[config.mk]
export PLATFORM = sky130hd
export DESIGN_NAME = interval_set_insert
export DESIGN_NICKNAME = d
export VERILOG_FILES = /design/src/hw/rtl/isi_pkg.sv /design/src/hw/rtl/isi_ctrl.sv /design/src/hw/rtl/isi_dpath.sv /design/src/hw/rtl/interval_set_insert.sv
export SDC_FILE = /design/constraint.sdc
export NUM_CORES = 2
export LEC_CHECK = 0
export BUFFER_PORTS_ARGS = -buffer_cell sky130_fd_sc_hd__buf_2
export CAP_MARGIN = 20
export CORE_MARGIN = 2
export CORE_UTILIZATION = 57
export DETAILED_ROUTE_END_ITERATION = 16
export HOLD_SLACK_MARGIN = 0.05
export PLACE_DENSITY = 0.73
export SLEW_MARGIN = 30
export SYNTH_ARGS = -nofsm -noshare
export SYNTH_HDL_FRONTEND = slang
export SYNTH_SLANG_ARGS = --single-unit
[constraint.sdc]
create_clock -name clock -period 7.6 [get_ports clock]
set_clock_uncertainty 0.1 [all_clocks]
set_input_delay 1.14 -clock clock [delete_from_list [all_inputs] [get_ports clock]]
set_output_delay 1.14 -clock clock [all_outputs]
set_load 0.02 [all_outputs]
[src/hw/rtl/isi_pkg.sv]
// Shared types and constants for the interval set insert block.
package isi_pkg;

   localparam int NumberBits = 32;
   localparam int StatusBits = 3;
   localparam int CountBits  = 5;

   typedef enum logic [StatusBits-1:0] {
      STATUS_PRESENT  = 3'd0,
      STATUS_EXTENDED = 3'd1,
      STATUS_INSERTED = 3'd2,
      STATUS_MERGED   = 3'd3,
      STATUS_FULL     = 3'd4
   } status_type;

   typedef enum logic [2:0] {
      ST_IDLE  = 3'b001,
      ST_EVAL  = 3'b010,
      ST_APPLY = 3'b100
   } state_type;

   typedef struct packed {
      logic capture;
      logic evaluate;
      logic commit;
   } cmd_type;

endpackage

[src/hw/rtl/isi_ctrl.sv]
// Controller state machine that sequences capture, evaluation and commit of each insert.
module isi_ctrl (
   input  logic             clock,
   input  logic             reset,
   input  logic             req_valid,
   output logic             req_stall,
   output logic             rsp_valid,
   input  logic             rsp_stall,
   output isi_pkg::cmd_type cmd
);

   isi_pkg::state_type state_ff, state_in;
   logic               rsp_valid_ff, rsp_valid_in;
   logic               out_free;
   logic               commit;
   logic               accept_ok;
   logic               capture;

   assign out_free  = !rsp_valid_ff || !rsp_stall;
   assign commit    = (state_ff == isi_pkg::ST_APPLY) && out_free;
   assign accept_ok = (state_ff == isi_pkg::ST_IDLE) || commit;
   assign capture   = req_valid && accept_ok;
   assign req_stall = !accept_ok;
   assign rsp_valid = rsp_valid_ff;

   assign cmd.capture  = capture;
   assign cmd.evaluate = (state_ff == isi_pkg::ST_EVAL);
   assign cmd.commit   = commit;

   always_comb begin
      unique case (state_ff)
         isi_pkg::ST_IDLE: begin
            state_in = capture ? isi_pkg::ST_EVAL : isi_pkg::ST_IDLE;
         end
         isi_pkg::ST_EVAL: begin
            state_in = isi_pkg::ST_APPLY;
         end
         isi_pkg::ST_APPLY: begin
            if (commit) begin
               state_in = capture ? isi_pkg::ST_EVAL : isi_pkg::ST_IDLE;
            end else begin
               state_in = isi_pkg::ST_APPLY;
            end
         end
         default: begin
            state_in = isi_pkg::ST_IDLE;
         end
      endcase
   end

   assign rsp_valid_in = commit || (rsp_valid_ff && rsp_stall);

   always_ff @(posedge clock) begin
      if (reset) begin
         state_ff     <= isi_pkg::ST_IDLE;
         rsp_valid_ff <= 1'b0;
      end else begin
         state_ff     <= state_in;
         rsp_valid_ff <= rsp_valid_in;
      end
   end

`ifndef SYNTHESIS
   a_rsp_after_commit : assert property (@(posedge clock) disable iff (reset)
      $rose(rsp_valid_ff) |-> $past(commit))
      else $error("result transaction appeared without a commit");

   a_eval_to_apply : assert property (@(posedge clock) disable iff (reset)
      (state_ff == isi_pkg::ST_EVAL) |=> (state_ff == isi_pkg::ST_APPLY))
      else $error("evaluation was not followed by the apply step");

   a_capture_then_eval : assert property (@(posedge clock) disable iff (reset)
      capture |=> (state_ff == isi_pkg::ST_EVAL))
      else $error("accepted transaction did not start evaluation");
`endif

endmodule

[src/hw/rtl/isi_dpath.sv]
// Datapath holding the sorted range table, the per-entry comparators and the result register.
module isi_dpath #(
   parameter int MAX_RANGES = 16,
   parameter int VALUE_BITS = 32
) (
   input  logic                                 clock,
   input  logic                                 reset,
   input  isi_pkg::cmd_type                     cmd,
   input  logic signed [isi_pkg::NumberBits-1:0] req_number,
   output logic [isi_pkg::StatusBits-1:0]       rsp_status,
   output logic [isi_pkg::CountBits-1:0]        rsp_range_count
);

   localparam int CntW = $clog2(MAX_RANGES + 1);
   localparam logic [VALUE_BITS-1:0] SignMask = {1'b1, {(VALUE_BITS-1){1'b0}}};

   logic [VALUE_BITS-1:0] low_ff  [MAX_RANGES];
   logic [VALUE_BITS-1:0] high_ff [MAX_RANGES];
   logic [CntW-1:0]       used_ff, used_in;

   logic [VALUE_BITS-1:0] key_new;
   logic [VALUE_BITS-1:0] key_ff, key_inc_ff, key_dec_ff;
   logic                  key_top_ff, key_bot_ff;

   logic [MAX_RANGES-1:0] ev_in, hit_in, lo_adj_in, hi_adj_in;
   logic [MAX_RANGES-1:0] ev_ff, hit_ff, lo_adj_ff, hi_adj_ff;
   logic [MAX_RANGES-1:0] first, after, place, merge_vec;

   logic hit_any, lo_any, hi_any, merge_any, none, full, do_insert;

   isi_pkg::status_type             status_in, status_ff;
   logic [isi_pkg::CountBits-1:0]   count_ff;

   // Biased key: flipping the sign bit makes unsigned order equal signed order.
   assign key_new = VALUE_BITS'(req_number) ^ SignMask;

   always_ff @(posedge clock) begin
      if (cmd.capture) begin
         key_ff     <= key_new;
         key_inc_ff <= key_new + VALUE_BITS'(1);
         key_dec_ff <= key_new - VALUE_BITS'(1);
         key_top_ff <= &key_new;
         key_bot_ff <= ~|key_new;
      end
   end

   genvar g;
   generate
      for (g = 0; g < MAX_RANGES; g++) begin : g_entry
         logic                  valid;
         logic [VALUE_BITS-1:0] low_in, high_in;

         assign valid        = CntW'(g) < used_ff;
         assign hit_in[g]    = valid && (low_ff[g] <= key_ff) && (key_ff <= high_ff[g]);
         assign lo_adj_in[g] = valid && !key_top_ff && (low_ff[g] == key_inc_ff);
         assign hi_adj_in[g] = valid && !key_bot_ff && (high_ff[g] == key_dec_ff);
         assign ev_in[g]     = valid && ((high_ff[g] >= key_ff) || hi_adj_in[g]);

         if (g == 0) begin : g_head
            assign first[g] = ev_ff[g];
            assign after[g] = 1'b0;
         end else begin : g_body
            assign first[g] = ev_ff[g] & ~ev_ff[g-1];
            assign after[g] = ev_ff[g-1];
         end

         if (g < MAX_RANGES - 1) begin : g_merge
            assign merge_vec[g] = first[g] & hi_adj_ff[g] & lo_adj_ff[g+1];
         end else begin : g_nomerge
            assign merge_vec[g] = 1'b0;
         end

         assign place[g] = first[g] | (none & (CntW'(g) == used_ff));

         always_comb begin
            low_in  = low_ff[g];
            high_in = high_ff[g];
            if (lo_any && first[g]) begin
               low_in = key_ff;
            end
            if (hi_any && !merge_any && first[g]) begin
               high_in = key_ff;
            end
            if (do_insert && place[g]) begin
               low_in  = key_ff;
               high_in = key_ff;
            end
            if (g > 0) begin
               if (do_insert && after[g]) begin
                  low_in  = low_ff[(g > 0) ? g - 1 : 0];
                  high_in = high_ff[(g > 0) ? g - 1 : 0];
               end
            end
            if (g < MAX_RANGES - 1) begin
               if (merge_any && first[g]) begin
                  high_in = high_ff[(g < MAX_RANGES - 1) ? g + 1 : g];
               end
               if (merge_any && after[g]) begin
                  low_in  = low_ff[(g < MAX_RANGES - 1) ? g + 1 : g];
                  high_in = high_ff[(g < MAX_RANGES - 1) ? g + 1 : g];
               end
            end
         end

         always_ff @(posedge clock) begin
            if (cmd.commit) begin
               low_ff[g]  <= low_in;
               high_ff[g] <= high_in;
            end
         end
      end
   endgenerate

   always_ff @(posedge clock) begin
      if (cmd.evaluate) begin
         ev_ff     <= ev_in;
         hit_ff    <= hit_in;
         lo_adj_ff <= lo_adj_in;
         hi_adj_ff <= hi_adj_in;
      end
   end

   assign hit_any   = |(first & hit_ff);
   assign lo_any    = |(first & lo_adj_ff);
   assign hi_any    = |(first & hi_adj_ff);
   assign merge_any = |merge_vec;
   assign none      = ~|ev_ff;
   assign full      = (used_ff == CntW'(MAX_RANGES));
   assign do_insert = !hit_any && !lo_any && !hi_any && !full;

   always_comb begin
      used_in = used_ff;
      priority if (hit_any) begin
         status_in = isi_pkg::STATUS_PRESENT;
      end else if (lo_any) begin
         status_in = isi_pkg::STATUS_EXTENDED;
      end else if (merge_any) begin
         status_in = isi_pkg::STATUS_MERGED;
         used_in   = used_ff - CntW'(1);
      end else if (hi_any) begin
         status_in = isi_pkg::STATUS_EXTENDED;
      end else if (full) begin
         status_in = isi_pkg::STATUS_FULL;
      end else begin
         status_in = isi_pkg::STATUS_INSERTED;
         used_in   = used_ff + CntW'(1);
      end
   end

   always_ff @(posedge clock) begin
      if (reset) begin
         used_ff <= '0;
      end else if (cmd.commit) begin
         used_ff <= used_in;
      end
   end

   always_ff @(posedge clock) begin
      if (cmd.commit) begin
         status_ff <= status_in;
         count_ff  <= isi_pkg::CountBits'(used_in);
      end
   end

   assign rsp_status      = status_ff;
   assign rsp_range_count = count_ff;

`ifndef SYNTHESIS
   a_used_bounded : assert property (@(posedge clock) disable iff (reset)
      used_ff <= CntW'(MAX_RANGES))
      else $error("range count exceeds the table size");

   a_single_first : assert property (@(posedge clock) disable iff (reset)
      cmd.commit |-> $onehot0(first))
      else $error("more than one entry selected for update");

   a_full_keeps_set : assert property (@(posedge clock) disable iff (reset)
      (cmd.commit && status_in == isi_pkg::STATUS_FULL) |=> (used_ff == $past(used_ff)))
      else $error("table full transaction changed the range count");
`endif

endmodule

[src/hw/rtl/interval_set_insert.sv]
// Top level of the interval set insert block: controller, datapath and ports.
// Keeps a set of signed numbers as a sorted table of disjoint, non-adjacent ranges of up to
// MAX_RANGES entries held in registers, and adds one number per request transaction. Each
// request gives one response: 0 already present, 1 range extended, 2 new range inserted,
// 3 two ranges merged, 4 table full (set left unchanged), with the low five bits of the range
// count after the insert. A request is accepted, its number is compared against every table
// entry in parallel in the next cycle, and the registered compare results then drive the
// shift and in-place update of the table when the request commits, which also loads the
// response into the output register. A new request can be accepted in the same cycle that the
// previous one commits, but not while that one is still being compared or waits to commit.
// The response waits in its register while the response side stalls, which holds off the next
// commit and with it the acceptance of any request after that one.
module interval_set_insert #(
   parameter int MAX_RANGES = 16,
   parameter int VALUE_BITS = 32
) (
   input  logic                                  clock,
   input  logic                                  reset,
   input  logic                                  req_valid,
   output logic                                  req_stall,
   input  logic signed [isi_pkg::NumberBits-1:0] req_number,
   output logic                                  rsp_valid,
   input  logic                                  rsp_stall,
   output logic [isi_pkg::StatusBits-1:0]        rsp_status,
   output logic [isi_pkg::CountBits-1:0]         rsp_range_count
);

   isi_pkg::cmd_type cmd;

   isi_ctrl u_ctrl (
      .clock     (clock),
      .reset     (reset),
      .req_valid (req_valid),
      .req_stall (req_stall),
      .rsp_valid (rsp_valid),
      .rsp_stall (rsp_stall),
      .cmd       (cmd)
   );

   isi_dpath #(
      .MAX_RANGES (MAX_RANGES),
      .VALUE_BITS (VALUE_BITS)
   ) u_dpath (
      .clock           (clock),
      .reset           (reset),
      .cmd             (cmd),
      .req_number      (req_number),
      .rsp_status      (rsp_status),
      .rsp_range_count (rsp_range_count)
   );

endmodule

==> reports/metrics.yaml <==
run_status:
  outcome: "finished, final reports clean"
sta:
  rsz0062_at_grt: "no"
  maxSlewHeadroom: 0.238
  worst_slack_ps: 2520
  worst_slew_pin_slew_ps: 1130
  post-route-period-util: 0.668
  finalSetupTns_ps: 0
  period_needed_ps: 5080
  drv_slew: 0
  hold_viol_final: 0
  timing.fmax_mhz: 197
  setup-violations-final: 0
  hold_slack_ps: 433
grt:
  grt_pass1_wl_um: 583000
  grt_max_degree: 74
  grt_usage: 0.478
  grt_pass1_vias: 80610
  antenna_found_initial: 27
  overflow: 0
worst_setup_path:
  crit_type: "reg2reg"
  critPathMaxFanout: 32
  crit_chain: "nand3b_1 > nand4_1 > nor3_1 > nand4_4 > or3_1 > o21ai_0 > o311a_1 > buf_4"
  critPathSlowestCell: "or3_1"
  cp.required_ps: 7950
  path_delay_family: "simple AND/OR/NAND/NOR gates"
  end_kind: "flop"
  path_buf_inv: 1
  crit_path_start_kind: "flop"
  max_stage_delay_ps: 940
  cp.arrival_ps: 5430
route:
  vias_per_cell: 7.11
  drtPass1Iterations: 13
  vias: 84660
  drt-total-wl_um: 416000
  first_iter_violations: 14851
  wire_per_inst_um: 34.9
  drc: 0
  ant_nets: 0
layout:
  final_cell_mix: "edfxtp_1 (1193), nand2_1 (1113), ha_1 (1032), mux2i_1 (869), o21ai_0 (749)"
  syn2layout_area_growth_pct: 8.51
  final_cells: 11903
  drive_gt1_frac: 0.0718
  post-route-util: 0.624
  layout_commonest_cell: "edfxtp_1"
  nets: 10654
  fin_area_sq_um: 103000
synthesis:
  synth_edf_count: 1193
  synth_top_area_share: 0.377
  synth.distinct_cells: 81
  synth_top_cell_by_area: "edfxtp_1"
  yosys_warnings: 0
  ys_seq_elements: 1202
  synthCells: 9676
  syn_area_per_cell_sq_um: 9.82
  async_flop_share: 0
  ys_seq_area_frac: 0.379
  synthesis.nets: 10744
  ys.flop_type: "edfxtp_1"
  syn-cell-area_sq_um: 95000
  synth_area_leaders: "edfxtp_1 (38%), ha_1 (14%), mux2i_1 (9.2%), xor2_1 (5.7%), nand2_1 (4.4%)"
floorplanning:
  io_pins: 46
  rows: 149
  core_area_sq_um: 165000
  start_util: 0.575
  die_x_um: 412
  dieArea_sq_um: 170000
  chipHeight_um: 412
clocking:
  cts_tree: "yes"
  cts_hold_buffers: 0
  ctsResizeCount: 0
  clk_pin_slew_ps: 60
  clock_path_buffers: 3
  clock_sinks: 1202
  htree_levels: 4
  worstSkewPairLatency_ps: 840
  cts_setup_buffers: 0
  clk_root_buffer_cell: "clkbuf_16"
  cts_buffers: 142
job:
  max_cap_viol_count: 0
place:
  io_buffer_count: 45
  placedCellCount: 11630
  postPlaceCellArea_sq_um: 98400
  gp_congestion: 1.08
  hpwl_um: 301000
  place_ws_ps: 2660
pwr:
  max-vdd-ir-drop_v: 0.000248
  p_per_area_nw_per_um2: 169
  power_mw: 17.4
  p_leak_nw: 39.6
hold_path:
  hp-class: "reg2reg"
-- area by class of cell --
class / instances / area [sq um]
diodes: 11 / 27.5
clock inverters: 75 / 768
clock buffers: 186 / 3840
multi-input cells: 7339 / 54800
well taps: 2189 / 2740
repair buffers: 357 / 2840
inverters: 544 / 2040
flip-flops and latches: 1202 / 36000
fillers: 13832 / 62100
-- registers in the layout, summed over array words and instances (netlist names) --
signal                   count
u_ctrl.rsp_valid             1
u_ctrl.state_ff              3
u_dpath.ev_ff               16
u_dpath.hi_adj_ff           16
u_dpath.high_ff            512
u_dpath.hit_ff              16
u_dpath.key_bot_ff           1
u_dpath.key_dec_ff          32
u_dpath.key_ff              32
u_dpath.key_inc_ff          31
u_dpath.key_top_ff           1
u_dpath.lo_adj_ff           16
u_dpath.low_ff             512
u_dpath.rsp_range_count      5
u_dpath.rsp_status           3
u_dpath.used_ff              5
-- synthesized netlist by cell type (226+ instances only) --
master / n
a21o_1: 226
mux2i_1: 869
nand2_1: 1116
o21ai_0: 750
nor2_1: 289
edfxtp_1: 1193
a21oi_1: 361
ha_1: 1032
clkbuf_1: 405
nand4_1: 338
xor2_1: 617
xnor2_1: 453
inv_1: 544
o21ai_1: 274
-- power breakdown --
group          switching (mW)  leakage [nW]  internal (mW)
combinational            2.03          26.5          0.877
sequential             0.0668          10.9           7.34
clock                    3.04          2.26           4.02
total                    5.14          39.6           12.2
-- per-layer routing --
metal,GRT usage,vias to the layer above,part of all wire
met1,0.609,40026,0.35
li1,-,35148,-
met2,0.665,7520,0.40
met4,0.352,18,0.091
met5,0,-,0.00027
met3,0.171,1948,0.16
-- kinds of logic (layout without fill, tap and decap cells) --
| logic type | after synthesis | in the layout | share of synthesized area |
|---|---|---|---|
| AO/OA/AOI/OAI | 1974 | 1974 | 0.121 |
| XOR/XNOR | 1070 | 1070 | 0.0987 |
| adder cells (fa/ha/maj) | 1032 | 1032 | 0.136 |
| buffers and inverters | 1135 | 1162 | 0.0509 |
| flip-flops | 1202 | 1202 | 0.379 |
| multiplexers | 901 | 901 | 0.0954 |
| other | 0 | 11 | 0 |
| AND/OR/NAND/NOR | 2362 | 2362 | 0.119 |
-- worst reg2reg max path, delay by kind of cell (launching register included) --
family          cells  cell delay, ps
flops               1             850
buf+inv             1             440
simple gates        5            2430
compound gates      2             870
-- final timing paths --
check	startpoint	endpoint	slack [ps]	cells past startpoint
setup / recovery	u_dpath.ev_ff[2]$_DFFE_PN_	u_dpath.low_ff[13][25]$_DFFE_PP_	2520	8
hold / removal	u_ctrl.rsp_valid$_SDFF_PP0_	u_ctrl.rsp_valid$_SDFF_PP0_	430	2
setup reg to reg	u_dpath.ev_ff[2]$_DFFE_PN_	u_dpath.low_ff[13][25]$_DFFE_PP_	2520	8
hold reg to reg	u_ctrl.rsp_valid$_SDFF_PP0_	u_ctrl.rsp_valid$_SDFF_PP0_	430	2
No activity file was read; power rests on OpenSTA's default activity.
